## src/design/sync_frame_command_receiver_top_macros.svh

```systemverilog
// Assertion macros for the sync frame command receiver.
// Used by the top level only; expects clk and rst_n in scope.
`ifndef SYNC_FRAME_COMMAND_RECEIVER_TOP_MACROS_SVH
`define SYNC_FRAME_COMMAND_RECEIVER_TOP_MACROS_SVH

// Implication checked in the same cycle.
`define SFCR_ASSERT_NOW(lbl, ante, cons, msg) \
  lbl: assert property (@(posedge clk) disable iff (!rst_n) (ante) |-> (cons)) else $error(msg);

// Implication checked in the cycle after the antecedent.
`define SFCR_ASSERT_NEXT(lbl, ante, cons, msg) \
  lbl: assert property (@(posedge clk) disable iff (!rst_n) (ante) |=> (cons)) else $error(msg);

`endif

```

## src/design/sfcr_pkg.sv

```systemverilog
// Shared types and constants for the sync frame command receiver.
// No dependencies.
package sfcr_pkg;

  localparam int FRAME_LIMIT_DEF = 64;
  localparam int QUEUE_DEPTH     = 2;
  localparam int REPLY_COUNT     = 19;
  localparam int REPLY_HDR_LEN   = 3;
  localparam int NUM_PARAMS      = 4;
  localparam int OUT_TDATA_W     = 48;

  localparam logic [7:0] SYNC_FIRST     = 8'hFF;
  localparam logic [7:0] SYNC_SECOND    = 8'h55;
  localparam logic [7:0] REPLY_LEN_BYTE = 8'h10;
  localparam logic [7:0] CMD_PARAM_LO   = 8'h01;
  localparam logic [7:0] CMD_PARAM_HI   = 8'h04;
  localparam logic [7:0] CMD_REPLY      = 8'h05;

  typedef struct packed {
    logic         is_reply;
    logic [1:0]   sel;
    logic [127:0] data;
  } job_t;

  typedef struct packed {
    logic valid;
    job_t job;
  } push_t;

endpackage

```

## src/design/sync_frame_command_receiver_top.sv

```systemverilog
// Sync frame command receiver: deframes FF 55 <len> <payload> command frames.
// Input bytes are taken one per cycle while the job queue has room.
// The closing byte's job passes through the queue and the back part's job register
// into the output register; the back part then issues one result per cycle while the
// output is ready (19 for a reply, 1 for an update), and none while it takes the next job.
// Synchronous active-low reset clears the frame state, parameters, queue and output valid.
module sync_frame_command_receiver_top #(
  parameter int FRAME_LIMIT = sfcr_pkg::FRAME_LIMIT_DEF
) (
  input  logic                             clk,
  input  logic                             rst_n,
  input  logic                             in_tvalid,
  output logic                             in_tready,
  input  logic [7:0]                       in_tdata,   // [7:0] rx_byte
  output logic                             out_tvalid,
  input  logic                             out_tready,
  output logic [sfcr_pkg::OUT_TDATA_W-1:0] out_tdata,  // [7:0] tx_byte, [9:8] param_select,
                                                       // [41:10] param_value
  output logic                             out_tuser,  // [0] out_kind
  output logic                             out_tlast
);

  sfcr_pkg::push_t push;
  sfcr_pkg::job_t  q_job;
  logic            full;
  logic            q_valid;
  logic            q_ready;
  logic            acc;

  assign in_tready = !full;
  assign acc       = in_tvalid && in_tready;

  sfcr_front #(
    .FRAME_LIMIT(FRAME_LIMIT)
  ) u_front (
    .clk    (clk),
    .rst_n  (rst_n),
    .acc    (acc),
    .rx_byte(in_tdata),
    .push   (push)
  );

  sfcr_queue u_queue (
    .clk    (clk),
    .rst_n  (rst_n),
    .push   (push),
    .full   (full),
    .q_valid(q_valid),
    .q_ready(q_ready),
    .q_job  (q_job)
  );

  sfcr_back u_back (
    .clk       (clk),
    .rst_n     (rst_n),
    .q_valid   (q_valid),
    .q_ready   (q_ready),
    .q_job     (q_job),
    .out_tvalid(out_tvalid),
    .out_tready(out_tready),
    .out_tdata (out_tdata),
    .out_tuser (out_tuser),
    .out_tlast (out_tlast)
  );

`include "sync_frame_command_receiver_top_macros.svh"

  `SFCR_ASSERT_NOW(a_no_push_when_full, push.valid, !full, "job pushed into a full queue")
  `SFCR_ASSERT_NOW(a_update_is_last, out_tvalid && out_tuser, out_tlast, "update not last")
  `SFCR_ASSERT_NOW(a_reply_clear, out_tvalid && !out_tuser, out_tdata[41:8] == '0, "reply fields")
  `SFCR_ASSERT_NEXT(a_pop_starts_job, q_valid && q_ready, !q_ready, "back part did not take the job")

endmodule

```

## src/design/sfcr_front.sv

```systemverilog
// Front part: tracks the frame state byte by byte and queues a job per completed parameter or reply command.
// Depends on sfcr_pkg.
module sfcr_front #(
  parameter int FRAME_LIMIT = sfcr_pkg::FRAME_LIMIT_DEF
) (
  input  logic                clk,
  input  logic                rst_n,
  input  logic                acc,
  input  logic [7:0]          rx_byte,
  output sfcr_pkg::push_t     push
);

  localparam int PW = $clog2(FRAME_LIMIT + 1);

  logic          in_frame_r, in_frame_nxt;
  logic [7:0]    prev_r, prev_nxt;
  logic [PW-1:0] pos_r, pos_nxt;
  logic [7:0]    rem_r, rem_nxt;
  logic [7:0]    pay_r [5];
  logic [7:0]    pay_nxt [5];
  logic [31:0]   words_r [sfcr_pkg::NUM_PARAMS];
  logic [31:0]   words_nxt [sfcr_pkg::NUM_PARAMS];
  logic          done;
  logic [7:0]    cmd;
  logic          is_param;
  logic          is_reply;
  logic [1:0]    sel;
  logic [31:0]   word;

  always_comb begin
    in_frame_nxt = in_frame_r;
    prev_nxt     = prev_r;
    pos_nxt      = pos_r;
    rem_nxt      = rem_r;
    pay_nxt      = pay_r;
    words_nxt    = words_r;
    if (rx_byte == sfcr_pkg::SYNC_SECOND && !in_frame_r) begin
      if (prev_r == sfcr_pkg::SYNC_FIRST) begin
        pos_nxt      = PW'(1);
        in_frame_nxt = 1'b1;
      end
    end else begin
      prev_nxt = rx_byte;
      if (in_frame_r) begin
        if (pos_r == PW'(2)) begin
          rem_nxt = rx_byte;
        end else if (pos_r > PW'(2)) begin
          rem_nxt = rem_r - 8'd1;
        end
        for (int i = 0; i < 5; i++) begin
          if (pos_r == PW'(i + 3)) begin
            pay_nxt[i] = rx_byte;
          end
        end
      end
    end
    pos_nxt = pos_nxt + PW'(1);
    if (pos_nxt > PW'(FRAME_LIMIT - 1)) begin
      pos_nxt      = '0;
      in_frame_nxt = 1'b0;
    end
    done     = in_frame_nxt && (rem_nxt == 8'd0) && (pos_nxt > PW'(3));
    cmd      = pay_nxt[4];
    is_param = (cmd >= sfcr_pkg::CMD_PARAM_LO) && (cmd <= sfcr_pkg::CMD_PARAM_HI);
    is_reply = (cmd == sfcr_pkg::CMD_REPLY);
    sel      = 2'(cmd - sfcr_pkg::CMD_PARAM_LO);
    word     = {pay_nxt[3], pay_nxt[2], pay_nxt[1], pay_nxt[0]};
    if (done) begin
      pos_nxt      = '0;
      in_frame_nxt = 1'b0;
      if (is_param) begin
        for (int i = 0; i < sfcr_pkg::NUM_PARAMS; i++) begin
          if (sel == 2'(i)) begin
            words_nxt[i] = word;
          end
        end
      end
    end
    push.valid        = acc && done && (is_param || is_reply);
    push.job.is_reply = is_reply;
    push.job.sel      = is_reply ? 2'd0 : sel;
    push.job.data     = is_reply ? {words_r[3], words_r[2], words_r[1], words_r[0]}
                                 : {96'd0, word};
  end

  always_ff @(posedge clk) begin
    if (!rst_n) begin
      in_frame_r <= 1'b0;
      prev_r     <= '0;
      pos_r      <= '0;
      rem_r      <= '0;
      for (int i = 0; i < 5; i++) begin
        pay_r[i] <= '0;
      end
      for (int i = 0; i < sfcr_pkg::NUM_PARAMS; i++) begin
        words_r[i] <= '0;
      end
    end else if (acc) begin
      in_frame_r <= in_frame_nxt;
      prev_r     <= prev_nxt;
      pos_r      <= pos_nxt;
      rem_r      <= rem_nxt;
      pay_r      <= pay_nxt;
      words_r    <= words_nxt;
    end
  end

endmodule

```

## src/design/sfcr_queue.sv

```systemverilog
// Short job queue between the front and back parts.
// Depends on sfcr_pkg.
module sfcr_queue (
  input  logic             clk,
  input  logic             rst_n,
  input  sfcr_pkg::push_t  push,
  output logic             full,
  output logic             q_valid,
  input  logic             q_ready,
  output sfcr_pkg::job_t   q_job
);

  localparam int QAW = $clog2(sfcr_pkg::QUEUE_DEPTH);
  localparam int CW  = $clog2(sfcr_pkg::QUEUE_DEPTH + 1);

  sfcr_pkg::job_t mem_r [sfcr_pkg::QUEUE_DEPTH];
  logic [QAW-1:0] wr_ptr_r, rd_ptr_r;
  logic [CW-1:0]  count_r;
  logic           do_push;
  logic           do_pop;

  assign full    = (count_r == CW'(sfcr_pkg::QUEUE_DEPTH));
  assign q_valid = (count_r != '0);
  assign q_job   = mem_r[rd_ptr_r];
  assign do_push = push.valid && !full;
  assign do_pop  = q_valid && q_ready;

  always_ff @(posedge clk) begin
    if (do_push) begin
      mem_r[wr_ptr_r] <= push.job;
    end
  end

  always_ff @(posedge clk) begin
    if (!rst_n) begin
      wr_ptr_r <= '0;
      rd_ptr_r <= '0;
      count_r  <= '0;
    end else begin
      if (do_push) begin
        wr_ptr_r <= (wr_ptr_r == QAW'(sfcr_pkg::QUEUE_DEPTH - 1)) ? '0 : wr_ptr_r + QAW'(1);
      end
      if (do_pop) begin
        rd_ptr_r <= (rd_ptr_r == QAW'(sfcr_pkg::QUEUE_DEPTH - 1)) ? '0 : rd_ptr_r + QAW'(1);
      end
      if (do_push && !do_pop) begin
        count_r <= count_r + CW'(1);
      end else if (do_pop && !do_push) begin
        count_r <= count_r - CW'(1);
      end
    end
  end

endmodule

```

## src/design/sfcr_back.sv

```systemverilog
// Back part: turns queued jobs into result transactions through an output register.
// Depends on sfcr_pkg.
module sfcr_back (
  input  logic                                clk,
  input  logic                                rst_n,
  input  logic                                q_valid,
  output logic                                q_ready,
  input  sfcr_pkg::job_t                      q_job,
  output logic                                out_tvalid,
  input  logic                                out_tready,
  output logic [sfcr_pkg::OUT_TDATA_W-1:0]    out_tdata,
  output logic                                out_tuser,
  output logic                                out_tlast
);

  localparam int IW = $clog2(sfcr_pkg::REPLY_COUNT);

  logic                             busy_r;
  sfcr_pkg::job_t                   job_r;
  logic [IW-1:0]                    idx_r;
  logic                             out_tvalid_r;
  logic [sfcr_pkg::OUT_TDATA_W-1:0] out_tdata_r;
  logic                             out_tuser_r;
  logic                             out_tlast_r;
  logic                             adv;
  logic                             is_last;
  logic [3:0]                       bsel;
  logic [7:0]                       tx_byte;

  assign adv     = !out_tvalid_r || out_tready;
  assign q_ready = !busy_r;
  assign is_last = job_r.is_reply ? (idx_r == IW'(sfcr_pkg::REPLY_COUNT - 1)) : 1'b1;
  assign bsel    = 4'(idx_r - IW'(sfcr_pkg::REPLY_HDR_LEN));

  always_comb begin
    if (idx_r == IW'(0)) begin
      tx_byte = sfcr_pkg::SYNC_FIRST;
    end else if (idx_r == IW'(1)) begin
      tx_byte = sfcr_pkg::SYNC_SECOND;
    end else if (idx_r == IW'(2)) begin
      tx_byte = sfcr_pkg::REPLY_LEN_BYTE;
    end else begin
      tx_byte = job_r.data[8*bsel +: 8];
    end
  end

  always_ff @(posedge clk) begin
    if (!rst_n) begin
      busy_r       <= 1'b0;
      idx_r        <= '0;
      out_tvalid_r <= 1'b0;
    end else begin
      if (!busy_r) begin
        if (out_tready) begin
          out_tvalid_r <= 1'b0;
        end
        if (q_valid) begin
          job_r  <= q_job;
          idx_r  <= '0;
          busy_r <= 1'b1;
        end
      end else if (adv) begin
        out_tvalid_r <= 1'b1;
        out_tlast_r  <= is_last;
        if (job_r.is_reply) begin
          out_tuser_r <= 1'b0;
          out_tdata_r <= {40'd0, tx_byte};
        end else begin
          out_tuser_r <= 1'b1;
          out_tdata_r <= {6'd0, job_r.data[31:0], job_r.sel, 8'd0};
        end
        if (is_last) begin
          busy_r <= 1'b0;
        end else begin
          idx_r <= idx_r + IW'(1);
        end
      end
    end
  end

  assign out_tvalid = out_tvalid_r;
  assign out_tdata  = out_tdata_r;
  assign out_tuser  = out_tuser_r;
  assign out_tlast  = out_tlast_r;

endmodule

```

## config.mk

```make
export PLATFORM = sky130hd
export DESIGN_NAME = sync_frame_command_receiver_top
export DESIGN_NICKNAME = d
export VERILOG_FILES = /design/src/design/sfcr_pkg.sv /design/src/design/sync_frame_command_receiver_top.sv /design/src/design/sfcr_front.sv /design/src/design/sfcr_queue.sv /design/src/design/sfcr_back.sv
export VERILOG_INCLUDE_DIRS = /design/src /design/src/design
export SDC_FILE = /design/constraint.sdc
export NUM_CORES = 1
export LEC_CHECK = 0
export ABC_AREA = 1
export BUFFER_PORTS_ARGS = -buffer_cell sky130_fd_sc_hd__buf_4
export CAP_MARGIN = 25
export CORE_ASPECT_RATIO = 1.4
export CORE_UTILIZATION = 35
export DETAILED_ROUTE_END_ITERATION = 8
export GPL_TIMING_DRIVEN = 0
export HOLD_SLACK_MARGIN = 0.08
export PLACE_DENSITY = 0.55
export SLEW_MARGIN = 20
export SYNTH_ARGS = -nofsm -noshare
export SYNTH_HDL_FRONTEND = slang
export SYNTH_HIERARCHICAL = 1
export SYNTH_SLANG_ARGS = --single-unit
```

## constraint.sdc

```tcl
create_clock -name clk -period 12.73 [get_ports clk]
set_clock_uncertainty 0.05 [all_clocks]
set_input_delay 1.273 -clock clk [delete_from_list [all_inputs] [get_ports clk]]
set_output_delay 1.273 -clock clk [all_outputs]
set_load 0.01 [all_outputs]
```

==> flow_summary_export.csv <==
group,metric,value,unit
cells_and_area,syn2layout_area_growth,16.51,%
worst_setup_path,critical_path.endpoint_type,"register",
cells_and_area,antenna_cells,0,
worst_setup_path,cpMaxStageDelayCell,"nor2_4",
power_and_ir_drop,power_density,174.4,nW/um2
timing,min_period,5104,ps
timing,clock.fmax,195.9,MHz
timing,fin_crit_sh,40.09,%
global_route,grt.total_usage,18.96,%
global_route,grt_first_pass_wirelength,110700,um
worst_hold_path,min_delay_path_depth,2,
power_and_ir_drop,ir_drop,0.09987,mV
logic_synthesis,async_flop_share,0,%
worst_setup_path,worst_r2r_path_depth,18,
worst_setup_path,crit_arrival,5370,ps
routing,postRouteAntennaNets,0,
routing,firstDrtPassIters,6,
placement,numPortBuffers,55,
cts,holdBufCountCts,0,
cts,clk_latency,620,ps
cts,cts_setup_buffers,0,
placement,hpwl,56160,um
die,start_util,35.42,%
routing,dr_total_vias,18190,
worst_setup_path,worst_path_dominant_cell_family,"simple AND/OR/NAND/NOR gates",
worst_setup_path,r2r_start,"u_front/pos_r[0]$_SDFFE_PN0P_",
routing,first_iter_violations,1113,
cts,post_cts_resized,0,
worst_setup_path,critPathMaxStageDelay,680,ps
outcome,outcome,"finished clean",
cells_and_area,fillCellCount,7320,
worst_setup_path,worst-path-buf-inv,8,
timing,fin_hold_ws,426.5,ps
power_and_ir_drop,p_total,5.523,mW
worst_setup_path,cp.required,13000,ps
worst_setup_path,crit_chain,"nand2_1, nor2_2, nand2_2, buf_6, o21ai_0, ha_1, inv_1, nor2_1, inv_1, nor2_2, inv_2, buf_2, a21oi_1, o21ai_0, nor2_4, buf_16, buf_16, buf_16",
worst_setup_path,r2r_setup_slack,7630,ps
timing,rsz0062_at_grt,"no",
timing,drv_slew,0,
logic_synthesis,synth_cell_types,50,
power_and_ir_drop,p_leak,11.76,nW
logic_synthesis,synth-main-ff-cell,"edfxtp_1",
timing,final-hold-violation-count,0,
routing,via_per_inst,4.773,
global_route,grt_pass1_vias,18020,
logic_synthesis,ys_seq_area_share,63.31,%
logic_synthesis,synthCells,2562,
global_route,antenna_found_initial,0,
cts,clock_path_buffers,3,
logic_synthesis,ys_ff_latch,641,
cts,cts_max_level,3,
worst_hold_path,min_path_type,"register to register",
timing,slew-limit-headroom,29.55,%
cells_and_area,utilization,41.27,%
worst_setup_path,path_class,"register to register",
die,die_area,78780,um2
routing,drc,0,
worst_hold_path,min_to,"u_front/pay_r[4]$_SDFFE_PN0P_",
cts,clock-sinks,641,
timing,timing.setup.tns,0,ps
worst_setup_path,rr_endpoint,"u_queue/mem_r[1][71]$_DFFE_PP_",
cells_and_area,fin_nets,2746,
die,row_count,120,
die,die_x,237.5,um
timing,setup_violations,0,
worst_setup_path,crit_path_frequent_cell,"buf_16",
logic_synthesis,syn_area_per_cell,10.61,um2
die,core_area,76720,um2
placement,gp_congestion,0.9271,
cts,cts_tree,"yes",
logic_synthesis,synth_edf_count,437,
routing,wl,74870,um
cts,cts_root_buf,"clkbuf_16",
global_route,grt_max_degree,30,
timing,worstMarginPinSlew,1050,ps
worst_hold_path,hold_start,"u_front/pay_r[4]$_SDFFE_PN0P_",
logic_synthesis,ys_warn_count,6,
worst_setup_path,worstSetupStartpointType,"register",
die,ios,64,
logic_synthesis,syn_area,27180,um2
cts,cts_made_buffers,67,
die,fp.dieH,331.7,um
routing,wl_per_cell,19.64,um
cts,clk_transition_reported_paths,70,ps
cells_and_area,layout-drive-gt1-share,16.11,%
global_route,overflow,0,
worst_setup_path,crit_fanout,21,
flow_run,maxCapViolations,0,
-- cell families (layout without fill, tap and decap cells) --
kind of cell | Yosys count | after routing | synth area share, %
flops | 641 | 641 | 63.31
buf+inv | 404 | 611 | 6.878
compound gates | 201 | 201 | 4.125
fa+ha+maj | 13 | 13 | 0.5985
mux | 131 | 131 | 6.671
other cells | 1 | 6 | 0.01380
xor+xnor | 9 | 9 | 0.3177
simple gates | 1162 | 1162 | 18.08
-- report_power, final --
group	total [mW]	leakage [nW]	switching [mW]	internal (mW)
Combinational	1.08	5.09	0.619	0.460
Clock	1.95	1.03	0.827	1.12
Sequential	2.50	5.64	0.0582	2.44
-- per-stage QoR --
stage / worst slack, ps / std cells / area, um2
3_5_place_dp: 7090 / 3688 / 29480
3_3_place_gp: -938.3 / 3659 / 28910
2_1_floorplan: 3370 / 2567 / 27190
4_1_cts: 7630 / 3810 / 31660
5_1_grt: 7390 / 3811 / 31660
6_report: 7626 / 3811 / 31660
-- cell usage after synthesis (2+ instances only) --
library cell,number,area (um2)
clkinv_1,3,11.26
nand2_2,6,37.54
ha_1,13,162.7
o2111ai_1,2,17.52
buf_6,16,180.2
dfxtp_1,204,4084
inv_1,245,919.6
buf_2,35,175.2
o21ai_1,6,30.03
xor2_1,7,61.31
nor2_4,6,67.56
o21ai_0,105,525.5
nand3_2,7,70.07
o22ai_1,45,281.5
inv_2,16,60.06
nor2_1,445,1670
o211ai_1,5,37.54
mux2_4,90,1351
nand2_1,417,1565
edfxtp_1,437,13120
nand2_4,3,33.78
a21oi_1,29,145.1
buf_4,12,90.09
nand3_1,256,1281
buf_8,11,165.2
nor3_1,4,20.02
nor2_2,6,37.54
nand4_1,6,37.54
a31oi_1,2,12.51
clkbuf_1,46,172.7
mux2_2,41,461.7
buf_1,18,67.56
-- worst register-to-register path: cells and delay by family (launching register included) --
family	cells	cell delay [ps]
compound gates	3	1030
buf+inv	8	1360
flops	1	440
fa+ha+maj	1	280
simple gates	6	1630
-- cells in the final DEF (no fill, tap or decap), types with 17 or more instances in the layout --
cell type,count
o21ai_1,32
o22ai_1,45
nor2_1,441
inv_1,245
a21oi_1,29
dfxtp_1,204
buf_6,17
buf_4,76
mux2_2,41
o21ai_0,75
nand3_1,256
buf_2,37
edfxtp_1,437
clkbuf_1,68
mux2_4,90
buf_1,18
nand2_1,417
clkbuf_16,67
-- layout make-up --
class / count / area [um2] / area share (%)
multi-input cells: 1522 / 8164 / 25.79
inverters: 264 / 991.0 / 3.130
well taps: 1037 / 1297 / 4.098
repair buffers: 85 / 952.2 / 3.007
plain buffers: 140 / 878.3 / 2.774
flip-flops and latches: 641 / 17210 / 54.35
clock buffers: 90 / 1773 / 5.600
clock inverters: 32 / 399.1 / 1.261
-- worst max path at each step --
stage	startpoint	to	slack, ps	cells past startpoint
final	u_front/pos_r[0]$_SDFFE_PN0P_	u_queue/mem_r[1][71]$_DFFE_PP_	7630	18
after global routing	u_front/pos_r[0]$_SDFFE_PN0P_	u_queue/mem_r[0][66]$_DFFE_PP_	7390	18
after CTS	u_front/pos_r[0]$_SDFFE_PN0P_	u_queue/mem_r[1][66]$_DFFE_PP_	7630	18
after detailed placement	in_tdata[3]	u_queue/mem_r[1][75]$_DFFE_PP_	7090	20
after global placement	in_tdata[5]	u_queue/mem_r[1][75]$_DFFE_PP_	-940	17
after floorplan	in_tdata[4]	u_queue/mem_r[0][0]$_DFFE_PP_	3370	18
-- layer usage --
metal | vias up | wire (um) | GRT usage (%)
met4 | 0 | 3350 | 9.197
met3 | 159 | 3120 | 2.593
met1 | 8682 | 29340 | 21.62
met2 | 488 | 39060 | 34.54
li1 | 8860 | - | -
met5 | - | 0 | 0
-- sequential cells by signal, summed over array words and instances, names as in the netlist, named ones only --
register and cells:
u_queue/count_r 2, u_back/job_r 131, u_back/out_tuser 1, u_queue/wr_ptr_r 1, u_front/pay_r 40, u_front/words_r 128, u_queue/mem_r 262, u_front/prev_r 8
u_back/out_tlast 1, u_queue/rd_ptr_r 1, u_back/busy_r 1, u_back/idx_r 5, u_front/pos_r 7, u_back/out_tdata 42, u_front/in_frame_r 1, u_back/out_tvalid 1
u_front/rem_r 8
Power figures use the tool's default switching activity.
